File: src/hw/rtl/fms_pkg.sv
// Shared types, constants and helpers for the fuzzy match scorer.
package fms_pkg;

	localparam int unsigned BYTE_W       = 8;
	localparam int unsigned CFG_W        = 64;
	localparam int unsigned CFG_IDX_W    = 3;
	localparam int unsigned LEN_W        = 5;
	localparam int unsigned HAY_W        = 8;
	localparam int unsigned SUB_POS_W    = 7;
	localparam int unsigned ANCHOR_W     = 6;
	localparam int unsigned RUN_W        = 4;
	localparam int unsigned SCORE_W      = 10;
	localparam int unsigned TIER_W       = 3;
	localparam int unsigned NEEDLE_BYTES = 16;
	localparam int unsigned BONUS_W      = 7;

	localparam logic [HAY_W-1:0]     HAY_SAT     = 8'd255;
	localparam logic [SUB_POS_W-1:0] SUB_POS_SAT = 7'd80;
	localparam logic [ANCHOR_W-1:0]  ANCHOR_SAT  = 6'd40;
	localparam logic [RUN_W-1:0]     RUN_SAT     = 4'd15;

	localparam logic [SCORE_W-1:0] SCORE_EXACT  = 10'd1000;
	localparam logic [SCORE_W-1:0] SCORE_PREFIX = 10'd800;
	localparam logic [SCORE_W-1:0] SCORE_SUBSTR = 10'd600;
	localparam logic [SCORE_W-1:0] SCORE_SUBSEQ = 10'd200;
	localparam int                 BONUS_BASE   = 64;
	localparam int                 FUZZY_CAP    = 120;

	typedef enum logic [CFG_IDX_W-1:0] {
		CFG_NEEDLE_LOW  = 3'd0,
		CFG_NEEDLE_HIGH = 3'd1,
		CFG_NEEDLE_LEN  = 3'd2,
		CFG_FUZZY_EN    = 3'd3,
		CFG_CASE_FOLD   = 3'd4
	} cfg_idx_t;

	typedef enum logic [TIER_W-1:0] {
		TIER_NONE   = 3'd0,
		TIER_EXACT  = 3'd1,
		TIER_PREFIX = 3'd2,
		TIER_SUBSTR = 3'd3,
		TIER_SUBSEQ = 3'd4
	} tier_t;

	typedef struct packed {
		logic take;
		logic clear;
		logic seq_adv;
	} cell_ctrl_t;

	typedef struct packed {
		logic hit;
		logic pre;
		logic seq;
	} cell_link_t;

	typedef struct packed {
		logic full;
		logic pre_miss;
		logic seq_hit;
	} cell_flags_t;

	typedef struct packed {
		logic [LEN_W-1:0]     n;
		logic                 prefix_ok;
		logic [HAY_W-1:0]     hay_len;
		logic                 sub_found;
		logic [SUB_POS_W-1:0] sub_pos;
		logic                 seq_done;
		logic                 fuzzy;
		logic [ANCHOR_W-1:0]  anchor;
		logic [RUN_W-1:0]     run;
	} snap_t;

	typedef struct packed {
		logic               matched;
		tier_t              tier;
		logic [SCORE_W-1:0] score;
	} res_t;

	function automatic logic [BYTE_W-1:0] fold(input logic [BYTE_W-1:0] c, input logic en);
		logic [BYTE_W-1:0] r;
		r = c;
		if (en && c >= 8'h41 && c <= 8'h5A) begin
			r = c + 8'h20;
		end
		return r;
	endfunction

endpackage

File: src/hw/rtl/fms_in_if.sv
// Haystack byte channel: valid/ready handshake with at most one byte per item.
interface fms_in_if import fms_pkg::*; ();
	logic              valid;
	logic              ready;
	logic [BYTE_W-1:0] ch;
	logic              last;
	logic              empty_item;

	modport source(output valid, ch, last, empty_item, input ready);
	modport sink(input valid, ch, last, empty_item, output ready);
endinterface

File: src/hw/rtl/fms_out_if.sv
// Score result channel: valid/ready handshake carrying tier and score.
interface fms_out_if import fms_pkg::*; ();
	logic               valid;
	logic               ready;
	logic               matched;
	logic [TIER_W-1:0]  tier;
	logic [SCORE_W-1:0] score;

	modport source(output valid, matched, tier, score, input ready);
	modport sink(input valid, matched, tier, score, output ready);
endinterface

File: src/hw/rtl/fms_cell.sv
// One query position: byte compare, partial-match bit and position tokens.
module fms_cell import fms_pkg::*; #(
	parameter int unsigned IDX = 0
) (
	input  logic              clk,
	input  logic              arst_n,
	input  logic [BYTE_W-1:0] qbyte,
	input  logic [BYTE_W-1:0] ch,
	input  logic [LEN_W-1:0]  n,
	input  cell_ctrl_t        ctrl,
	input  cell_link_t        link_in,
	output cell_link_t        link_out,
	output cell_flags_t       flags
);

	logic hit_q;
	logic pre_q;
	logic seq_q;
	logic active;
	logic is_last;
	logic eq;
	logic new_hit;

	assign active   = IDX < 32'(n);
	assign is_last  = (IDX + 1) == 32'(n);
	assign eq       = active && (qbyte == ch);
	assign new_hit  = link_in.hit && eq;

	assign flags.full     = is_last && new_hit;
	assign flags.pre_miss = pre_q && active && !eq;
	assign flags.seq_hit  = seq_q && eq;

	assign link_out.hit = hit_q;
	assign link_out.pre = pre_q;
	assign link_out.seq = seq_q;

	always_ff @(posedge clk or negedge arst_n) begin
		if (!arst_n) begin
			hit_q <= 1'b0;
			pre_q <= (IDX == 0);
			seq_q <= (IDX == 0);
		end else if (ctrl.clear) begin
			hit_q <= 1'b0;
			pre_q <= (IDX == 0);
			seq_q <= (IDX == 0);
		end else if (ctrl.take) begin
			hit_q <= new_hit;
			pre_q <= link_in.pre;
			if (ctrl.seq_adv) begin
				seq_q <= link_in.seq;
			end
		end
	end

endmodule

File: src/hw/rtl/fuzzy_match_scorer.sv
// Top level of the fuzzy match scorer: cell row, scan state and result pipeline.
//
// Takes one haystack byte per cycle while hay.ready is high and emits one
// result item for each item marked last. Every byte is compared against all
// query positions at once by a row of NEEDLE_MAX cells, each of which keeps its
// partial-match bit and hands it, with the prefix position token, to its
// neighbor on every byte; the subsequence token moves only on a subsequence
// hit. The scan state is cleared in the same cycle that the last byte is taken,
// so the next haystack may start right behind it. The score is formed in a
// second stage from a snapshot of the scan state. Input ready drops only while
// both the snapshot stage and the output register hold results that have not
// been taken. Configuration is written through cfg_we, cfg_idx and cfg_wdata
// and must only change while no haystack is in flight.
module fuzzy_match_scorer import fms_pkg::*; #(
	parameter int unsigned NEEDLE_MAX = 16
) (
	input  logic                 clk,
	input  logic                 arst_n,
	input  logic                 cfg_we,
	input  logic [CFG_IDX_W-1:0] cfg_idx,
	input  logic [CFG_W-1:0]     cfg_wdata,
	fms_in_if.sink               hay,
	fms_out_if.source            result
);

	logic [2*CFG_W-1:0] needle_q;
	logic [LEN_W-1:0]   needle_len_q;
	logic               fuzzy_q;
	logic               fold_q;

	always_ff @(posedge clk or negedge arst_n) begin
		if (!arst_n) begin
			needle_q     <= '0;
			needle_len_q <= '0;
			fuzzy_q      <= 1'b0;
			fold_q       <= 1'b1;
		end else if (cfg_we) begin
			case (cfg_idx)
				CFG_NEEDLE_LOW:  needle_q[CFG_W-1:0]       <= cfg_wdata;
				CFG_NEEDLE_HIGH: needle_q[2*CFG_W-1:CFG_W] <= cfg_wdata;
				CFG_NEEDLE_LEN:  needle_len_q              <= cfg_wdata[LEN_W-1:0];
				CFG_FUZZY_EN:    fuzzy_q                   <= cfg_wdata[0];
				CFG_CASE_FOLD:   fold_q                    <= cfg_wdata[0];
				default: ;
			endcase
		end
	end

	logic [LEN_W-1:0]  n;
	logic [BYTE_W-1:0] chf;

	assign n   = (32'(needle_len_q) > NEEDLE_MAX) ? LEN_W'(NEEDLE_MAX) : needle_len_q;
	assign chf = fold(hay.ch, fold_q);

	logic s1_vld_q;
	logic out_vld_q;
	logic out_free;
	logic s1_move;
	logic acc;
	logic take;
	logic fin;

	assign out_free  = !out_vld_q || result.ready;
	assign s1_move   = s1_vld_q && out_free;
	assign hay.ready = !s1_vld_q || out_free;
	assign acc       = hay.valid && hay.ready;
	assign take      = acc && !hay.empty_item;
	assign fin       = acc && hay.last;

	cell_ctrl_t             ctrl;
	cell_link_t             links [NEEDLE_MAX];
	cell_flags_t            flags [NEEDLE_MAX];
	logic [NEEDLE_MAX-1:0]  full_v;
	logic [NEEDLE_MAX-1:0]  miss_v;
	logic [NEEDLE_MAX-1:0]  shit_v;
	logic [NEEDLE_MAX-1:0]  pre_v;
	logic [NEEDLE_MAX-1:0]  seq_v;
	logic                   seq_hit;

	assign seq_hit      = |shit_v;
	assign ctrl.take    = take;
	assign ctrl.clear   = fin;
	assign ctrl.seq_adv = seq_hit;

	for (genvar j = 0; j < NEEDLE_MAX; j++) begin : g_cell
		logic [BYTE_W-1:0] qb;
		cell_link_t        lin;

		if (j < NEEDLE_BYTES) begin : g_byte
			assign qb = fold(needle_q[BYTE_W*j +: BYTE_W], fold_q);
		end else begin : g_zero
			assign qb = '0;
		end

		if (j == 0) begin : g_head
			assign lin = '{hit: 1'b1, pre: 1'b0, seq: 1'b0};
		end else begin : g_body
			assign lin = links[j-1];
		end

		fms_cell #(
			.IDX(j)
		) u_cell (
			.clk     (clk),
			.arst_n  (arst_n),
			.qbyte   (qb),
			.ch      (chf),
			.n       (n),
			.ctrl    (ctrl),
			.link_in (lin),
			.link_out(links[j]),
			.flags   (flags[j])
		);

		assign full_v[j] = flags[j].full;
		assign miss_v[j] = flags[j].pre_miss;
		assign shit_v[j] = flags[j].seq_hit;
		assign pre_v[j]  = links[j].pre;
		assign seq_v[j]  = links[j].seq;
	end

	logic                 prefix_ok_q;
	logic [HAY_W-1:0]     hay_len_q;
	logic                 sub_found_q;
	logic [SUB_POS_W-1:0] sub_pos_q;
	logic [LEN_W-1:0]     seq_cnt_q;
	logic                 first_seen_q;
	logic [ANCHOR_W-1:0]  anchor_q;
	logic                 prev_hit_q;
	logic [RUN_W-1:0]     run_q;

	logic                 prefix_ok_d;
	logic [HAY_W-1:0]     hay_len_d;
	logic                 sub_found_d;
	logic [SUB_POS_W-1:0] sub_pos_d;
	logic [LEN_W-1:0]     seq_cnt_d;
	logic                 first_seen_d;
	logic [ANCHOR_W-1:0]  anchor_d;
	logic                 prev_hit_d;
	logic [RUN_W-1:0]     run_d;
	logic [HAY_W:0]       hp1;
	logic [HAY_W:0]       nn;
	logic [HAY_W:0]       pos;

	assign hp1 = {1'b0, hay_len_q} + 9'd1;
	assign nn  = {4'b0, n};
	assign pos = (hp1 >= nn) ? (hp1 - nn) : '0;

	always_comb begin
		prefix_ok_d  = prefix_ok_q;
		hay_len_d    = hay_len_q;
		sub_found_d  = sub_found_q;
		sub_pos_d    = sub_pos_q;
		seq_cnt_d    = seq_cnt_q;
		first_seen_d = first_seen_q;
		anchor_d     = anchor_q;
		prev_hit_d   = prev_hit_q;
		run_d        = run_q;
		if (take) begin
			if ((|full_v) && !sub_found_q) begin
				sub_found_d = 1'b1;
				sub_pos_d   = (pos > 9'(SUB_POS_SAT)) ? SUB_POS_SAT : pos[SUB_POS_W-1:0];
			end
			if (|miss_v) begin
				prefix_ok_d = 1'b0;
			end
			if (seq_hit) begin
				if (!first_seen_q) begin
					first_seen_d = 1'b1;
					anchor_d     = (hay_len_q > 8'(ANCHOR_SAT)) ? ANCHOR_SAT
						: hay_len_q[ANCHOR_W-1:0];
				end
				if (prev_hit_q && run_q != RUN_SAT) begin
					run_d = run_q + 4'd1;
				end
				seq_cnt_d = seq_cnt_q + 5'd1;
			end
			prev_hit_d = seq_hit;
			if (hay_len_q != HAY_SAT) begin
				hay_len_d = hay_len_q + 8'd1;
			end
		end
	end

	always_ff @(posedge clk or negedge arst_n) begin
		if (!arst_n) begin
			prefix_ok_q  <= 1'b1;
			hay_len_q    <= '0;
			sub_found_q  <= 1'b0;
			sub_pos_q    <= '0;
			seq_cnt_q    <= '0;
			first_seen_q <= 1'b0;
			anchor_q     <= '0;
			prev_hit_q   <= 1'b0;
			run_q        <= '0;
		end else if (fin) begin
			prefix_ok_q  <= 1'b1;
			hay_len_q    <= '0;
			sub_found_q  <= 1'b0;
			sub_pos_q    <= '0;
			seq_cnt_q    <= '0;
			first_seen_q <= 1'b0;
			anchor_q     <= '0;
			prev_hit_q   <= 1'b0;
			run_q        <= '0;
		end else begin
			prefix_ok_q  <= prefix_ok_d;
			hay_len_q    <= hay_len_d;
			sub_found_q  <= sub_found_d;
			sub_pos_q    <= sub_pos_d;
			seq_cnt_q    <= seq_cnt_d;
			first_seen_q <= first_seen_d;
			anchor_q     <= anchor_d;
			prev_hit_q   <= prev_hit_d;
			run_q        <= run_d;
		end
	end

	snap_t snap_s1;

	always_ff @(posedge clk or negedge arst_n) begin
		if (!arst_n) begin
			s1_vld_q <= 1'b0;
		end else if (fin) begin
			s1_vld_q <= 1'b1;
		end else if (s1_move) begin
			s1_vld_q <= 1'b0;
		end
	end

	always_ff @(posedge clk) begin
		if (fin) begin
			snap_s1.n         <= n;
			snap_s1.prefix_ok <= prefix_ok_d;
			snap_s1.hay_len   <= hay_len_d;
			snap_s1.sub_found <= sub_found_d;
			snap_s1.sub_pos   <= sub_pos_d;
			snap_s1.seq_done  <= (seq_cnt_d == n);
			snap_s1.fuzzy     <= fuzzy_q;
			snap_s1.anchor    <= anchor_d;
			snap_s1.run       <= run_d;
		end
	end

	res_t                res_d;
	res_t                res_q;
	logic signed [9:0]   diff;
	logic signed [9:0]   bon_raw;
	logic [BONUS_W-1:0]  bonus;
	logic signed [8:0]   fz_raw;
	logic [BONUS_W-1:0]  fz_bonus;

	assign diff    = $signed({2'b0, snap_s1.hay_len}) - $signed({5'b0, snap_s1.n});
	assign bon_raw = 10'(BONUS_BASE) - diff;
	assign bonus   = (bon_raw < 0) ? '0 : bon_raw[BONUS_W-1:0];
	assign fz_raw  = $signed({2'b0, snap_s1.run, 3'b0}) - $signed({3'b0, snap_s1.anchor});
	assign fz_bonus = (fz_raw < 0) ? '0
		: (fz_raw > 9'(FUZZY_CAP)) ? BONUS_W'(FUZZY_CAP) : fz_raw[BONUS_W-1:0];

	always_comb begin
		res_d = '{matched: 1'b0, tier: TIER_NONE, score: '0};
		if (snap_s1.n == '0) begin
			res_d = '{matched: 1'b1, tier: TIER_PREFIX, score: '0};
		end else if (snap_s1.prefix_ok && snap_s1.hay_len == 8'(snap_s1.n)) begin
			res_d = '{matched: 1'b1, tier: TIER_EXACT, score: SCORE_EXACT};
		end else if (snap_s1.prefix_ok && snap_s1.hay_len >= 8'(snap_s1.n)) begin
			res_d = '{matched: 1'b1, tier: TIER_PREFIX,
				score: SCORE_PREFIX + 10'(bonus)};
		end else if (snap_s1.sub_found) begin
			res_d = '{matched: 1'b1, tier: TIER_SUBSTR,
				score: SCORE_SUBSTR - 10'(snap_s1.sub_pos) + 10'(bonus)};
		end else if (snap_s1.fuzzy && snap_s1.seq_done) begin
			res_d = '{matched: 1'b1, tier: TIER_SUBSEQ,
				score: SCORE_SUBSEQ + 10'(fz_bonus)};
		end
	end

	always_ff @(posedge clk or negedge arst_n) begin
		if (!arst_n) begin
			out_vld_q <= 1'b0;
		end else if (s1_move) begin
			out_vld_q <= 1'b1;
		end else if (result.ready) begin
			out_vld_q <= 1'b0;
		end
	end

	always_ff @(posedge clk) begin
		if (s1_move) begin
			res_q <= res_d;
		end
	end

	assign result.valid   = out_vld_q;
	assign result.matched = res_q.matched;
	assign result.tier    = res_q.tier;
	assign result.score   = res_q.score;

`ifndef SYNTHESIS
	a_pre_token: assert property (@(posedge clk) disable iff (!arst_n)
		$onehot0(pre_v))
		else $error("prefix token not one-hot");

	a_seq_token: assert property (@(posedge clk) disable iff (!arst_n)
		$onehot0(seq_v))
		else $error("subsequence token not one-hot");

	a_unmatched_zero: assert property (@(posedge clk) disable iff (!arst_n)
		out_vld_q && !res_q.matched |-> res_q.tier == TIER_NONE && res_q.score == '0)
		else $error("unmatched result carries tier or score");

	a_last_snap: assert property (@(posedge clk) disable iff (!arst_n)
		fin |=> s1_vld_q)
		else $error("last item did not load the snapshot stage");

	a_scan_cleared: assert property (@(posedge clk) disable iff (!arst_n)
		fin |=> hay_len_q == '0 && prefix_ok_q && seq_cnt_q == '0)
		else $error("scan state not cleared after last item");
`endif

endmodule
File: src/flat_wrapper.sv
// flat-port wrapper written by rule: the top's interface ports become plain ports
module fuzzy_match_scorer_flat import fms_pkg::*;
#(
	parameter int unsigned NEEDLE_MAX = 16
)
  (clk, arst_n, cfg_we, cfg_idx, cfg_wdata, hay_valid, hay_ch, hay_last, hay_empty_item, hay_ready, result_valid, result_matched, result_tier, result_score, result_ready);
  fms_in_if hay_i ();
  fms_out_if result_i ();
  input  logic clk;
  input  logic arst_n;
  input  logic cfg_we;
  input  logic [CFG_IDX_W-1:0] cfg_idx;
  input  logic [CFG_W-1:0] cfg_wdata;
  input wire logic [$bits(hay_i.valid)-1:0] hay_valid;
  input wire logic [$bits(hay_i.ch)-1:0] hay_ch;
  input wire logic [$bits(hay_i.last)-1:0] hay_last;
  input wire logic [$bits(hay_i.empty_item)-1:0] hay_empty_item;
  output wire logic [$bits(hay_i.ready)-1:0] hay_ready;
  output wire logic [$bits(result_i.valid)-1:0] result_valid;
  output wire logic [$bits(result_i.matched)-1:0] result_matched;
  output wire logic [$bits(result_i.tier)-1:0] result_tier;
  output wire logic [$bits(result_i.score)-1:0] result_score;
  input wire logic [$bits(result_i.ready)-1:0] result_ready;
  assign hay_i.valid = hay_valid;
  assign hay_i.ch = hay_ch;
  assign hay_i.last = hay_last;
  assign hay_i.empty_item = hay_empty_item;
  assign hay_ready = hay_i.ready;
  assign result_valid = result_i.valid;
  assign result_matched = result_i.matched;
  assign result_tier = result_i.tier;
  assign result_score = result_i.score;
  assign result_i.ready = result_ready;
  fuzzy_match_scorer #(.NEEDLE_MAX(NEEDLE_MAX)) u_core (.clk(clk), .arst_n(arst_n), .cfg_we(cfg_we), .cfg_idx(cfg_idx), .cfg_wdata(cfg_wdata), .hay(hay_i), .result(result_i));
endmodule
File: config.mk
export PLATFORM = sky130hd
export DESIGN_NAME = fuzzy_match_scorer_flat
export DESIGN_NICKNAME = d
export VERILOG_FILES = /design/src/hw/rtl/fms_pkg.sv /design/src/hw/rtl/fms_in_if.sv /design/src/hw/rtl/fms_out_if.sv /design/src/hw/rtl/fms_cell.sv /design/src/hw/rtl/fuzzy_match_scorer.sv /design/src/flat_wrapper.sv
export SDC_FILE = /design/constraint.sdc
export NUM_CORES = 1
export LEC_CHECK = 0
export ABC_CLOCK_PERIOD_IN_PS = 5700
export BUFFER_PORTS_ARGS = -buffer_cell sky130_fd_sc_hd__buf_2
export CORE_MARGIN = 2
export CORE_UTILIZATION = 62
export CTS_BUF_LIST = sky130_fd_sc_hd__clkbuf_16
export DETAILED_ROUTE_END_ITERATION = 8
export PLACE_DENSITY = 0.88
export SLEW_MARGIN = 20
export SYNTH_ARGS = -nofsm -noshare
export SYNTH_HDL_FRONTEND = slang
export SYNTH_SLANG_ARGS = --single-unit
File: constraint.sdc
create_clock -name clk -period 5.7 [get_ports clk]
set_input_delay 1.14 -clock clk [delete_from_list [all_inputs] [get_ports clk]]
set_output_delay 1.14 -clock clk [all_outputs]
set_load 0.05 [all_outputs]
=== After elaboration in Yosys (flattened, before gate mapping) ===
Cells that the tools add are included.
W data, S select, Z words.

* Add/subtract/negate cells: 29
* Magnitude comparators: 58
* Equality and inequality tests: 40
* Mux-type cells: 170
* Reductions and logical operators: 177

{| class="wikitable"
|+ Operator list
! cell !! count
|-
| $mux W8 || 20
|-
| $logic_and A1 B1 Y1 || 138
|-
| $add A8 B6 Y8 const B || 17
|-
| $ge A8 B7 Y1 const B || 17
|-
| $le A8 B7 Y1 const B || 17
|-
| $eq A8 B8 Y1 || 16
|-
| $mux W1 || 125
|-
| $mux W7 || 7
|-
| $reduce_or A16 Y1 || 3
|-
| $eq A4 B5 Y1 const A || 8
|-
| $lt A4 B5 Y1 const A || 8
|-
| $mux W12 || 3
|-
| $mux W6 || 5
|-
| $eq A3 B5 Y1 const A || 4
|-
| $logic_not A1 Y1 || 20
|-
| $lt A3 B5 Y1 const A || 4
|-
| $mux W5 || 4
|-
| $mux W4 || 4
|-
| $mux W14 || 1
|-
| $reduce_and A2 Y1 || 6
|-
| $add A10 B7 Y10 || 1
|-
| $add A9 B8 Y10 const A || 1
|-
| $eq A2 B5 Y1 const A || 2
|-
| $lt A1 B5 Y1 const A || 2
|-
| other kinds (35) || 41
|}

* Flip-flop bits (word level): 266
* Output and inout bits: 16
* Word-level logic and storage cells: 551

=== Logic depth before layout (Yosys ltp) ===
Gate-level depths: netlist (run 1).

* Word-level depth: 13
* Mapped depth: 23
* Depth with buffers taken out: 23

=== Modules after synthesis ===
Synthesis (run 1) repeated with hierarchy kept, for this count alone.

* Cell total of the unflattened synthesis: 1586
* Area, all modules: 16706.0 um2

{| class="wikitable"
|+ Modules (own cells, without submodules)
! module !! times used !! cells each !! area each (um2) !! sequential area each (um2)
|-
| fuzzy_match_scorer || 1 || 1045 || 11982.7 || 5723.0
|-
| fms_cell (u_core.g_cell[8].u_cell) || 1 || 33 || 324.1 || 75.1
|-
| fms_cell (u_core.g_cell[7].u_cell) || 1 || 35 || 310.3 || 75.1
|-
| fms_cell (u_core.g_cell[9].u_cell) || 1 || 36 || 305.3 || 75.1
|-
| fms_cell (u_core.g_cell[6].u_cell) || 1 || 34 || 304.0 || 75.1
|-
| fms_cell (u_core.g_cell[4].u_cell) || 1 || 35 || 300.3 || 75.1
|-
| fms_cell (u_core.g_cell[12].u_cell) || 1 || 34 || 299.0 || 75.1
|-
| fms_cell (u_core.g_cell[3].u_cell) || 1 || 34 || 295.3 || 75.1
|-
| fms_cell (u_core.g_cell[10].u_cell) || 1 || 37 || 294.0 || 75.1
|-
| fms_cell (u_core.g_cell[2].u_cell) || 1 || 34 || 290.3 || 75.1
|-
| fms_cell (u_core.g_cell[5].u_cell) || 1 || 33 || 289.0 || 75.1
|-
| fms_cell (u_core.g_cell[11].u_cell) || 1 || 33 || 287.8 || 75.1
|-
| fms_cell (u_core.g_cell[0].u_cell) || 1 || 30 || 285.3 || 77.6
|-
| fms_cell (u_core.g_cell[14].u_cell) || 1 || 33 || 285.3 || 75.1
|-
| +3 rows || -- || -- || -- || --
|}

=== Least setup slack after synthesis (run 1) ===
No wires, ideal clock.

* Kind: input-to-reg
* Start point: input port hay_ch[5]
* End point: register u_core.sub_pos_q[6]
* Setup time: 119 ps
* Arrival time: 4497 ps
* Required time: 5581 ps
* Path slack: 1084 ps
* Stages: 12
* Path buffers: 1
* Cells stage by stage: ha_1 -> or4b_4 -> o31ai_4 -> buf_6 -> xor2_1 -> nor4_1 -> a32oi_1 -> a2bb2oi_1 -> o221a_1 -> a211oi_4 -> mux2_2 -> and2_1

* Cells in the longest elaborated chain, start to end: 13

{| class="wikitable"
|+ Ends and longest elaborated chain
! item !! line !! text
|-
| start, declared || flat_wrapper.sv:15 || <nowiki>input wire logic [$bits(hay_i.ch)-1:0] hay_ch;</nowiki>
|-
| $ge A8 B7 Y1 || fms_pkg.sv:84 || <nowiki>if (en && c >= 8'h41 && c <= 8'h5A) begin</nowiki>
|-
| $logic_and A1 B1 Y1 (2 in a row) || fms_pkg.sv:84 ||
|-
| $mux W8 * || fms_pkg.sv:84 ||
|-
| $eq A8 B8 Y1 || fms_cell.sv:26 || <nowiki>assign eq = active && (qbyte == ch);</nowiki>
|-
| $logic_and A1 B1 Y1 || fms_cell.sv:26 ||
|-
| $logic_and A1 B1 Y1 || fms_cell.sv:27 || <nowiki>assign new_hit = link_in.hit && eq;</nowiki>
|-
| $logic_and A1 B1 Y1 || fms_cell.sv:29 || <nowiki>assign flags.full = is_last && new_hit;</nowiki>
|-
| $reduce_or A16 Y1 * || fuzzy_match_scorer.sv:160 || <nowiki>if ((|full_v) && !sub_found_q) begin</nowiki>
|-
| $logic_and A1 B1 Y1 * || fuzzy_match_scorer.sv:160 ||
|-
| $mux W7 * || fuzzy_match_scorer.sv:160 ||
|-
| $mux W7 * || fuzzy_match_scorer.sv:159 || <nowiki>if (take) begin</nowiki>
|-
| net u_core.sub_pos_d[6] || fuzzy_match_scorer.sv:135 || <nowiki>logic [SUB_POS_W-1:0] sub_pos_d;</nowiki>
|-
| $mux W7 * || fuzzy_match_scorer.sv:196 || <nowiki>end else if (fin) begin</nowiki>
|-
| end signal, assigned || fuzzy_match_scorer.sv:210 || <nowiki>sub_pos_q <= sub_pos_d;</nowiki>
|-
| end, declared || fuzzy_match_scorer.sv:125 || <nowiki>logic [SUB_POS_W-1:0] sub_pos_q;</nowiki>
|}

Mark *: on every way through the listed nets, which the timed path passes. The rest lies on a longest branch.
A chain may end at the register's enable or synchronous reset.

=== Worst setup path in the final report (run 1) ===
* Start point: register u_core.snap_s1[29] in the netlist's numbering
* End point: register u_core.res_q, in the netlist u_core.result.score[7], data pin

* Cells in the longest elaborated chain, start to end: 8

{| class="wikitable"
|+ Ends and longest elaborated chain
! item !! line !! text
|-
| start, declared || fuzzy_match_scorer.sv:219 || <nowiki>snap_t snap_s1;</nowiki>
|-
| $sub A8 B5 Y9 || fuzzy_match_scorer.sv:253 || <nowiki>assign diff = $signed({2'b0, snap_s1.hay_len}) - $signed({5'b0, snap_s1.n});</nowiki>
|-
| $sub A8 B9 Y10 || fuzzy_match_scorer.sv:254 || <nowiki>assign bon_raw = 10'(BONUS_BASE) - diff;</nowiki>
|-
| $lt A10 B1 Y1 || fuzzy_match_scorer.sv:255 || <nowiki>assign bonus = (bon_raw < 0) ? '0 : bon_raw[BONUS_W-1:0];</nowiki>
|-
| $mux W7 || fuzzy_match_scorer.sv:255 ||
|-
| $add A10 B7 Y10 || fuzzy_match_scorer.sv:271 || <nowiki>score: SCORE_SUBSTR - 10'(snap_s1.sub_pos) + 10'(bonus)};</nowiki>
|-
| $mux W12 || fuzzy_match_scorer.sv:269 || <nowiki>end else if (snap_s1.sub_found) begin</nowiki>
|-
| $mux W12 || fuzzy_match_scorer.sv:266 || <nowiki>end else if (snap_s1.prefix_ok && snap_s1.hay_len >= 8'(snap_s1.n)) begin</nowiki>
|-
| $mux W12 || fuzzy_match_scorer.sv:264 || <nowiki>end else if (snap_s1.prefix_ok && snap_s1.hay_len == 8'(snap_s1.n)) begin</nowiki>
|-
| end signal, assigned || fuzzy_match_scorer.sv:290 || <nowiki>res_q <= res_d;</nowiki>
|-
| end, declared || fuzzy_match_scorer.sv:246 || <nowiki>res_t res_q;</nowiki>
|}

Several ways; a longest one is shown, not always the timed one.

==> results by group, run 1 <==
Final layout
  • Layout Utilization: 70.7%
  • Footprint of the multi-input gates: 0.00803 sq mm
  • Seq. cell area: roughly 0.007 sq mm
  • Share of cells above drive strength 1: 19.0%
  • Final #Nets: between 1.5k and 2k
  • Area Growth Syn to Fin: 11.5%
  • Design area: 0.0173 sq mm
  • Fillcell total: 1652
  • Antenna diode count: 0

Floorplan
  • Die height: 162 um
  • Chip Width: 162 um
  • Initial Utilization: a little under two thirds
  • Area of the core: around 0.024 sq mm
  • Die ar.: 0.0263 sq mm
  • Row Count: 57
  • I/O pin count: 98

Pwr
  • Clock power share: 31.9%
  • Sw Pwr: about 0.0019 W
  • Flop pwr share: 43.1%
  • Final Total Pwr: between 0.005 and 0.006 W
  • Combinational power share: between 20% and 30%
  • Switching share of power: 32.8%
  • Pleak: about 7.5 nW
  • Pwr/cell area: between 300 and 400 mW/mm^2
  • Peak supply drop: ~0.00029 V
  • Int Pwr: 0.00391 W

Clock network
  • Max clock buf depth: 3
  • Sink Count: around 270
  • PostCTS Resize Cnt: 0
  • TritonCTS clock tree: done
  • CTS Buf Count: 28
  • Clock Latency Late Sink: 0.56 ns
  • Setup repair bufs after CTS: 0
  • # hold bufs at CTS: 0
  • Clk root buf: clkbuf_16
  • Clock-pin slew on the worst setup and hold paths: 0.06 ns
  • H-tree levels: 1

Global route
  • GR Util All Layers: 29.9%
  • Largest net degree at the start of global routing: 122
  • Grt total ovfl: 0
  • First-pass GRT wire length: 63200 um
  • Vias in the first global route: 12.6k
  • Initial antenna violation count: 0

Setup path
  • Worst Path Max Fanout: 7
  • Worst setup path endpoint: u_core.result.score[7]$_SDFFCE_PP0P_
  • Critical Path RT: 5.96 ns
  • CP Cell Sequence: ha_1 > fa_1 > nor2b_1 > o21ai_0 > nand2b_1 > xor2_1 > or3_1 > nor3b_1 > o41a_1 > and2_1 > ha_1 > ha_1 > fa_1 > a21oi_1 > o21bai_1 > a21o_1 > a21oi_1 > xnor2_1 > a32o_1 > nand2_1 > a31oi_1
  • Worst path max stage delay: around 0.48 ns
  • Critical Path Stages: 21
  • Crit path from: u_core.snap_s1[29]$_DFFE_PP_
  • Worst r2r src: u_core.snap_s1[29]$_DFFE_PP_
  • Startpoint types: flip-flop
  • Critical path class: flip-flop to flip-flop
  • Critical Path Sink Type: flip-flop
  • CP most frequent cell: ha_1
  • Worst Path Arrival: 5.34 ns
  • Register-to-register setup slack: 0.61 ns
  • R2r endpoint: u_core.result.score[7]$_SDFFCE_PP0P_
  • Bufs and invs on worst path: 0
  • Reg2reg path depth: 21
  • Crit path max-delay family: adder cells
  • CP max-delay cell: o41a_1

Logic synthesis
  • Mapped cell area: 0.0155 sq mm
  • Sequential area share after synthesis: 44.5%
  • Number of synthesized flops with an enable pin: 48
  • Most frequent cell after synthesis: dfrtp_1
  • Synth area leader: dfrtp_1
  • Number of synthesized register bits: 266
  • Mean post-synth cell area: 10.2 sq um
  • Net Count, Synth: 1658
  • Dominant synthesized flop cell: dfrtp_1
  • Post-Synthesis Cells: around 1.5k
  • YS warnings: 0
  • Ys async rst share: 82.0%
  • Top cells by area, synth: dfrtp_1 35%, edfxtp_1 9.3%, mux2_2 7.8%, xor2_1 5.0%, xnor2_1 4.5%
  • Post-synth top cells: 214 x dfrtp_1, 147 x nand2_1, 107 x mux2_2
  • Share of the synthesized area in the top cell type: 34.5%
  • Distinct cells, synth: 86

Placement
  • Placed inst area: 0.0164 sq mm
  • Port Buffers: 97
  • Half-perimeter wire length after placement: between 20000 and 30000 um
  • GPL Wtd Cong: roughly 1

Route
  • Detail Route Antenna Nets: 0
  • Via density: 6.35
  • Wirelength per Cell: 19.9 um
  • Routed WL: 38900 um
  • 1st-pass router iterations: 5
  • Vias: between 10k and 15k
  • Detailed router's first-iteration violation count: 1163
  • Drc violations: 0

Worst hold path
  • Hold crit path type: flip-flop to flip-flop

STA
  • Hold Vio Cnt, Final: 0
  • Fmax: 197 MHz
  • RSZ-0062 raised after global routing: no
  • Min Tclk post-route: 5.09 ns
  • Final max-slew violation count: 0
  • TNS Setup: 0 ns
  • Tcrit/Tclk final: 89.2%
  • Final Setup Violations: 0
  • Layout Skew: 0.0294 ns
  • Slew Limit Headroom: a little over a third
  • Slew @ Worst Pin: 0.955 ns

Run
  • MaxCap Viol Count: 0

Outcome
  • Status: finished clean
-- logic make-up (layout without fill, tap and decap cells) --
kind of cell    after synthesis  after routing  synth area share [%]
flops                       266            266                  44.5
xor+xnor                    169            169                  9.54
mux                         126            126                  8.99
fa+ha+maj                    55             55                  4.58
compound gates              273            273                  12.4
simple gates                479            479                  16.0
buf+inv                     153            260                  3.99
-- flip-flops by register name, summed over array words and instances (netlist names), 3 cells and up --
name and flops:
u_core.anchor_q 6, u_core.g_cell.u_cell.hit_q 15, u_core.g_cell.u_cell.pre_q 16, u_core.g_cell.u_cell.seq_q 16, u_core.hay_len_q 8, u_core.needle_len_q 5
u_core.needle_q 128, u_core.result.score 10, u_core.result.tier 3, u_core.run_q 4, u_core.seq_cnt_q 5, u_core.snap_s1 34
u_core.sub_pos_q 7
-- cells in the final DEF, fill, tap and decap left out, types with 14 or more instances in the layout --
cell type and n:
mux2_2 107, xnor2_1 80, mux2i_1 19, or4_1 16
edfxtp_1 48, ha_1 52, nor3_1 29, nor2_1 80
a31oi_1 19, a22o_1 14, and2_1 31, nand4_1 19
or3_1 14, nor4_1 19, a21oi_1 43, o21ai_0 70
nand2_1 147, buf_2 96, buf_4 25, clkbuf_16 30
o41ai_1 17, inv_1 86, dfrtp_1 214, xor2_1 89
nand3_1 38
-- power by group through the flow --
stage	sequential (W)	combinational (W)	clock [W]
2_1_floorplan	0.00244	0.00107	0
3_3_place_gp	0.00250	0.00135	0
3_5_place_dp	0.00253	0.00142	0
4_1_cts	0.00249	0.00144	0.00187
5_1_grt	0.00254	0.00161	0.00195
6_report	0.00251	0.00145	0.00185
-- tightest hold or removal path: cells and delay by family (launching register included) --
kind / cells / cell delay (ns)
simple gates: 2 / 0.10
flops: 1 / 0.39
-- layout make-up --
class | instances | share of cell area [%]
multi-input cells | 1102 | 46.4
clock inverters | 21 | 1.10
clock buffers | 30 | 4.34
well taps | 324 | 2.34
inverters | 86 | 1.87
flip-flops and latches | 266 | 39.9
repair buffers | 123 | 4.06
-- how the worst min path moves through the flow --
stage                                               startpoint  cells after the start                                          to
finish               u_core.g_cell[0].u_cell.pre_q$_DFFE_PN1P_                      2   u_core.g_cell[0].u_cell.pre_q$_DFFE_PN1P_
global route                        u_core.fuzzy_q$_DFFE_PN0P_                      0                u_core.snap_s1[10]$_DFFE_PP_
floorplan                           u_core.fuzzy_q$_DFFE_PN0P_                      0                u_core.snap_s1[10]$_DFFE_PP_
global placement    u_core.g_cell[15].u_cell.pre_q$_DFFE_PN0P_                      2  u_core.g_cell[15].u_cell.pre_q$_DFFE_PN0P_
detailed placement   u_core.g_cell[0].u_cell.pre_q$_DFFE_PN1P_                      2   u_core.g_cell[0].u_cell.pre_q$_DFFE_PN1P_
CTS                  u_core.g_cell[0].u_cell.pre_q$_DFFE_PN1P_                      2   u_core.g_cell[0].u_cell.pre_q$_DFFE_PN1P_
-- metal layers --
| layer | global-route usage (%) | vias up | wire length, um |
|---|---|---|---|
| met5 | 0 | - | 0 |
| met4 | 14.1 | 0 | 2000 |
| met3 | 4.62 | 162 | 2660 |
| met2 | 52.8 | 593 | 19300 |
| met1 | 36.1 | 6027 | 15000 |
| li1 | - | 5615 | - |
-- stage by stage --
step	setup slack (ns)	instances	hold WS [ns]
finish	0.614	1952	0.490
global route	0.216	1952	0.507
CTS	0.625	1952	0.485
detailed placement	0.364	1901	0.478
global placement	0.508	1901	0.467
floorplan	1.08	1521	0.419
Note: power is estimated with default switching activity, not from simulation.
==> inputs of run 2 (changes only) <==
CTS_BUF_LIST = unset   (was sky130_fd_sc_hd__clkbuf_16)
==> run 2 against run 1 <==
Clock power rose by 4%. Sequential cell count did not move. Sequential power is essentially flat. Wire length grew 0.66%. Combinational power about the same. First-iteration DRC count shrank 3.3%. Register-to-register slack lost 0.02 ns. Sequential share of layout area decreased by 0.12 points. Critical path depth unchanged.
==> results by group, run 2 (synthesis gave the netlist of run 1 again) <==
Global route
  • Initial antenna violation count: 0
  • First-pass GRT wire length: 63600 um
  • Largest net degree at the start of global routing: 122
  • Grt total ovfl: 0
  • GR Util All Layers: 30.2%
  • Vias in the first global route: between 10k and 15k

Final layout
  • Fillcell total: 1635
  • Biggest register: u_core.needle_q
  • Max reg flops: 128
  • Share of cells above drive strength 1: between 10% and 20%
  • Biggest regs: u_core.needle_q: 128 flops, u_core.snap_s1: 34 flops
  • Area Growth Syn to Fin: 11.8%
  • Final #Nets: about 1.7k
  • Footprint of the multi-input gates: 0.00803 sq mm
  • Seq. cell area: 0.00690 sq mm
  • Most common cell after layout, fill and taps aside: dfrtp_1
  • Layout Utilization: 70.9%
  • Most frequent cells in the layout: 214 x dfrtp_1, 147 x nand2_1, 107 x mux2_2
  • Antenna diode count: 0

Worst hold path
  • Hold crit path type: flip-flop to flip-flop
  • Worst Min Path Start: u_core.g_cell[0].u_cell.pre_q$_DFFE_PN1P_

Setup path
  • Critical Path Sink Type: flip-flop
  • Worst path max stage delay: 0.48 ns
  • Startpoint types: flip-flop
  • Critical Path RT: 5.96 ns
  • Worst Path Max Fanout: 7
  • Crit path max-delay family: adder cells
  • Worst Path Arrival: 5.36 ns
  • CP max-delay cell: o41a_1
  • Bufs and invs on worst path: 0
  • Worst r2r src: u_core.snap_s1[29]$_DFFE_PP_
  • CP most frequent cell: ha_1
  • Critical path class: flip-flop to flip-flop
  • CP Cell Sequence: ha_1 > fa_1 > nor2b_1 > o21ai_0 > nand2b_1 > xor2_1 > or3_1 > nor3b_1 > o41a_1 > and2_1 > ha_1 > ha_1 > fa_1 > a21oi_1 > o21bai_1 > a21o_1 > a21oi_1 > xnor2_1 > a32o_1 > nand2_1 > a31oi_1
  • Crit path from: u_core.snap_s1[29]$_DFFE_PP_

Clock network
  • Setup repair bufs after CTS: 0
  • Clk root buf: clkbuf_16
  • Sink Count: 266
  • # hold bufs at CTS: 0
  • Clock Latency Late Sink: 0.56 ns
  • CTS Buf Count: 28
  • Max clock buf depth: 3
  • H-tree levels: 1
  • PostCTS Resize Cnt: 0
  • Clock-pin slew on the worst setup and hold paths: 0.06 ns
  • TritonCTS clock tree: done

Placement
  • Half-perimeter wire length after placement: around 28000 um
  • Port Buffers: between 90 and 100
  • GPL Wtd Cong: 0.984

STA
  • Layout Skew: 0.0262 ns
  • Tcrit/Tclk final: 89.5%
  • Min Tclk post-route: approximately 5.1 ns
  • Slew @ Worst Pin: roughly 0.94 ns
  • Final max-slew violation count: 0
  • Fmax: 196 MHz
  • Final Setup Violations: 0
  • TNS Setup: 0 ns
  • Slew Limit Headroom: 37.1%
  • RSZ-0062 raised after global routing: no
  • Hold Vio Cnt, Final: 0

Floorplan
  • Die height: 162 um
  • Die ar.: 0.0263 sq mm
  • Chip Width: 162 um
  • Initial Utilization: 63.4%
  • Row Count: 57
  • I/O pin count: 98
  • Area of the core: 0.0245 sq mm

Pwr
  • Pwr/cell area: 340 mW/mm^2
  • Pleak: 7.49 nW
  • Peak supply drop: roughly 0.00029 V

Route
  • 1st-pass router iterations: 7
  • Detail Route Antenna Nets: 0
  • Vias: 12.4k
  • Routed WL: 39200 um
  • Wirelength per Cell: 20.1 um
  • Via density: 6.36
  • Drc violations: 0
  • Detailed router's first-iteration violation count: about 1.1k

Run
  • MaxCap Viol Count: 0

Outcome
  • Status: finished clean
## run 2: path summary, 6_finish.rpt
check	end	slack, ns	depth (start not counted)
hold / removal	u_core.g_cell[0].u_cell.pre_q$_DFFE_PN1P_	0.49	2
setup reg to reg	u_core.result.score[7]$_SDFFCE_PP0P_	0.60	21
hold reg to reg	u_core.g_cell[0].u_cell.pre_q$_DFFE_PN1P_	0.49	2
min in group asynchronous	u_core.needle_q[84]$_DFFE_PN0P_	0.64	1
max in group asynchronous	u_core.needle_q[126]$_DFFE_PN0P_	3.91	2
setup / recovery	u_core.result.score[7]$_SDFFCE_PP0P_	0.60	21
## run 2: stage by stage
| stage | setup slack, ns | total power, W | cell area (sq um) | instances | hold slack [ns] |
|---|---|---|---|---|---|
| finish | 0.596 | 0.00589 | 17400 | 1952 | 0.490 |
| floorplan | 1.08 | 0.00350 | 15500 | 1521 | 0.419 |
| CTS | 0.626 | 0.00588 | 17400 | 1952 | 0.485 |
| global placement | 0.508 | 0.00386 | 16400 | 1901 | 0.467 |
| global route | 0.216 | 0.00617 | 17400 | 1952 | 0.507 |
| detailed placement | 0.364 | 0.00395 | 16400 | 1901 | 0.478 |
## run 2: layout make-up
class	count	area share, %
Clock inverter	15	0.966
Sequential cell	266	39.8
Timing Repair Buffer	123	4.04
Inverter	86	1.86
Clock buffer	36	4.74
Tap cell	324	2.34
Multi-Input combinational cell	1102	46.3
## run 2: layer usage
layer,vias to the layer above,wire length [um],global-route usage [%]
li1,5609,-,-
met1,6054,15100,36.3
met2,582,19500,53.0
met3,177,2540,4.78
met4,0,2040,14.8
met5,-,0,0
## run 2: power breakdown
part / total [W] / switching (W) / internal [W]
Clock: 0.00192 / 0.000769 / 0.00116
Sequential: 0.00251 / 0.000321 / 0.00219
Combinational: 0.00146 / 0.000825 / 0.000631
## run 2: worst register-to-register path, cell delays in order (launching register included)
cell	delay (ns)
edfxtp_1	0.42
ha_1	0.23
fa_1	0.46
nor2b_1	0.11
o21ai_0	0.08
nand2b_1	0.12
xor2_1	0.27
or3_1	0.20
nor3b_1	0.06
o41a_1	0.48
and2_1	0.22
ha_1	0.30
ha_1	0.23
fa_1	0.40
a21oi_1	0.17
o21bai_1	0.11
a21o_1	0.19
a21oi_1	0.23
xnor2_1	0.14
a32o_1	0.24
nand2_1	0.08
a31oi_1	0.09
==> inputs of run 3 (changes only) <==
ABC_CLOCK_PERIOD_IN_PS = 5550   (was 5700)
MAX_ROUTING_LAYER = met4   (was unset)
clock period = 5.55 ns   (was 5.7 ns; I/O delays follow)
==> run 3 against run 2 <==
Non-clock buffer count grew 4. Combinational power grew 4%. Cell area grew 0.35%. Wire length grew 0.89%. Clock-buffer cell count shrank 1. Setup slack gained 0.023 ns. Die area is the same. Final cell count grew 0.26%. Sequential share of layout area shrank 0.14 points. Clock skew shrank 0.014 ns. First-iteration DRC count grew 5.6%. Total power grew 4.1%. Largest cell class unchanged. Highest routed layer unchanged.
==> results by group, run 3 (synthesis gave the netlist of run 1 again) <==
Pwr
  • Peak supply drop: slightly above 0.0003 V
  • Flop pwr share: a little over two fifths
  • Pwr/cell area: 352 mW/mm^2
  • Pleak: between 7 and 8 nW
  • Clock power share: around a third
  • Combinational power share: 24.7%
  • Final Total Pwr: 0.00614 W
  • Sw Pwr: between 0.0015 and 0.002 W
  • Switching share of power: between 30 and 40%
  • Int Pwr: 0.00414 W

Floorplan
  • Initial Utilization: 63.4%
  • Area of the core: between 0.02 and 0.025 sq mm
  • Row Count: 57
  • I/O pin count: 98
  • Die height: roughly 160 um
  • Die ar.: 0.0263 sq mm
  • Chip Width: 162 um

Route
  • 1st-pass router iterations: 5
  • Via density: roughly 6.4
  • Detailed router's first-iteration violation count: roughly 1.2k
  • Wirelength per Cell: ~20 um
  • Detail Route Antenna Nets: 0
  • Drc violations: 0
  • Vias: roughly 13k
  • Routed WL: 39500 um

Global route
  • Met2 Use GR: 52.8%
  • GR Util All Layers: between 30% and 40%
  • Met3 usage: 4.24%
  • Largest net degree at the start of global routing: ~120
  • Grt total ovfl: 0
  • Global route hottest layer: met2
  • Initial antenna violation count: 0
  • Vias in the first global route: 12.6k
  • First-pass GRT wire length: 63600 um
  • Grt met1 use: 37.3%

Placement
  • GPL Wtd Cong: 0.980
  • Half-perimeter wire length after placement: between 20000 and 30000 um
  • Port Buffers: 97

Final layout
  • Area Growth Syn to Fin: 12.2%
  • Antenna diode count: 0
  • Biggest register: u_core.needle_q
  • Most frequent cells in the layout: 214 x dfrtp_1, 147 x nand2_1, 107 x mux2_2
  • Most common cell after layout, fill and taps aside: dfrtp_1
  • Biggest regs: u_core.needle_q: 128 flops, u_core.snap_s1: 34 flops
  • Final #Nets: ~1.7k
  • Share of cells above drive strength 1: 19.5%
  • Fillcell total: 1676
  • Footprint of the multi-input gates: around 0.0080 sq mm
  • Seq. cell area: 0.00690 sq mm
  • Max reg flops: 128

Setup path
  • Critical path class: flip-flop to flip-flop
  • Worst Path Max Fanout: 7
  • Startpoint types: flip-flop
  • Critical Path Sink Type: flip-flop
  • Critical Path RT: 5.82 ns
  • Reg2reg path depth: 21
  • Worst Path Arrival: 5.20 ns

Clock network
  • Clock-pin slew on the worst setup and hold paths: roughly 0.07 ns
  • Setup repair bufs after CTS: 0
  • # hold bufs at CTS: 0
  • H-tree levels: 1
  • CTS Buf Count: 28
  • Clk root buf: clkbuf_16
  • PostCTS Resize Cnt: 0
  • Clock Latency Late Sink: 0.54 ns
  • Sink Count: 266
  • TritonCTS clock tree: done
  • Max clock buf depth: 3

STA
  • TNS Setup: 0 ns
  • Final max-slew violation count: 0
  • Final Setup Violations: 0
  • Min Tclk post-route: 4.93 ns
  • Layout Skew: ~0.012 ns
  • Fmax: slightly above 200 MHz
  • Hold Vio Cnt, Final: 0
  • RSZ-0062 raised after global routing: no
  • Tcrit/Tclk final: 88.8%
  • Slew @ Worst Pin: 0.955 ns
  • Slew Limit Headroom: 36.3%

Run
  • MaxCap Viol Count: 0

Outcome
  • Status: finished clean

Worst hold path
  • Hold crit path type: flip-flop to flip-flop
  • Hold path depth: 1
-- run 3: cell type report --
cell class	count	share of cell area (%)
well taps	324	2.33
flip-flops and latches	266	39.6
clock buffers	35	4.48
inverters	86	1.85
multi-input cells	1102	46.1
repair buffers	127	4.20
clock inverters	17	1.39
-- run 3: final timing paths --
| check | startpoint | to | slack [ns] |
|---|---|---|---|
| setup / recovery | u_core.snap_s1[29]$_DFFE_PP_ | u_core.result.score[7]$_SDFFCE_PP0P_ | 0.62 |
| max in group asynchronous | arst_n | u_core.g_cell[1].u_cell.pre_q$_DFFE_PN0P_ | 3.72 |
| min in group asynchronous | arst_n | u_core.needle_q[86]$_DFFE_PN0P_ | 0.64 |
| setup reg to reg | u_core.snap_s1[29]$_DFFE_PP_ | u_core.result.score[7]$_SDFFCE_PP0P_ | 0.62 |
| hold / removal | u_core.s1_vld_q$_DFFE_PN0P_ | u_core.result.valid$_DFFE_PN0P_ | 0.49 |
| hold reg to reg | u_core.s1_vld_q$_DFFE_PN0P_ | u_core.result.valid$_DFFE_PN0P_ | 0.49 |
-- run 3: layer usage --
| layer | vias up | routed length (um) |
|---|---|---|
| met5 | - | 0 |
| met4 | 0 | 1830 |
| met3 | 154 | 2670 |
| met2 | 620 | 19600 |
| met1 | 6128 | 15400 |
| li1 | 5628 | - |
-- run 3: power by group through the flow --
stage | registers (W) | logic, W | clock network, W
2_1_floorplan | 0.00250 | 0.00110 | 0
3_3_place_gp | 0.00256 | 0.00142 | 0
3_5_place_dp | 0.00258 | 0.00148 | 0
4_1_cts | 0.00255 | 0.00150 | 0.00208
5_1_grt | 0.00259 | 0.00166 | 0.00215
6_report | 0.00256 | 0.00152 | 0.00206
-- run 3: per-stage QoR --
step           cell area [sq um]  setup WS [ns]  hold slack [ns]  util (%)  instances
2_1_floorplan              15500          0.964            0.419         -       1521
3_3_place_gp               16400          0.425            0.467      67.0       1905
3_5_place_dp               16400          0.223            0.475      67.0       1905
4_1_cts                    17400          0.649            0.494      71.2       1957
5_1_grt                    17400          0.271            0.506      71.2       1957
6_report                   17400          0.620            0.490      71.2       1957
-- run 3: worst max-delay path, cell delays in order (launching register included) --
cell,delay [ns]
edfxtp_1,0.41
ha_1,0.23
fa_1,0.47
nor2b_1,0.11
o21ai_0,0.08
nand2b_1,0.11
xor2_1,0.27
or3_1,0.20
nor3b_1,0.06
o41a_1,0.49
and2_1,0.22
ha_1,0.29
ha_1,0.23
fa_1,0.40
a21oi_1,0.16
o21bai_1,0.10
a21o_1,0.19
a21oi_1,0.21
xnor2_1,0.09
a32o_1,0.20
nand2_1,0.07
a31oi_1,0.08
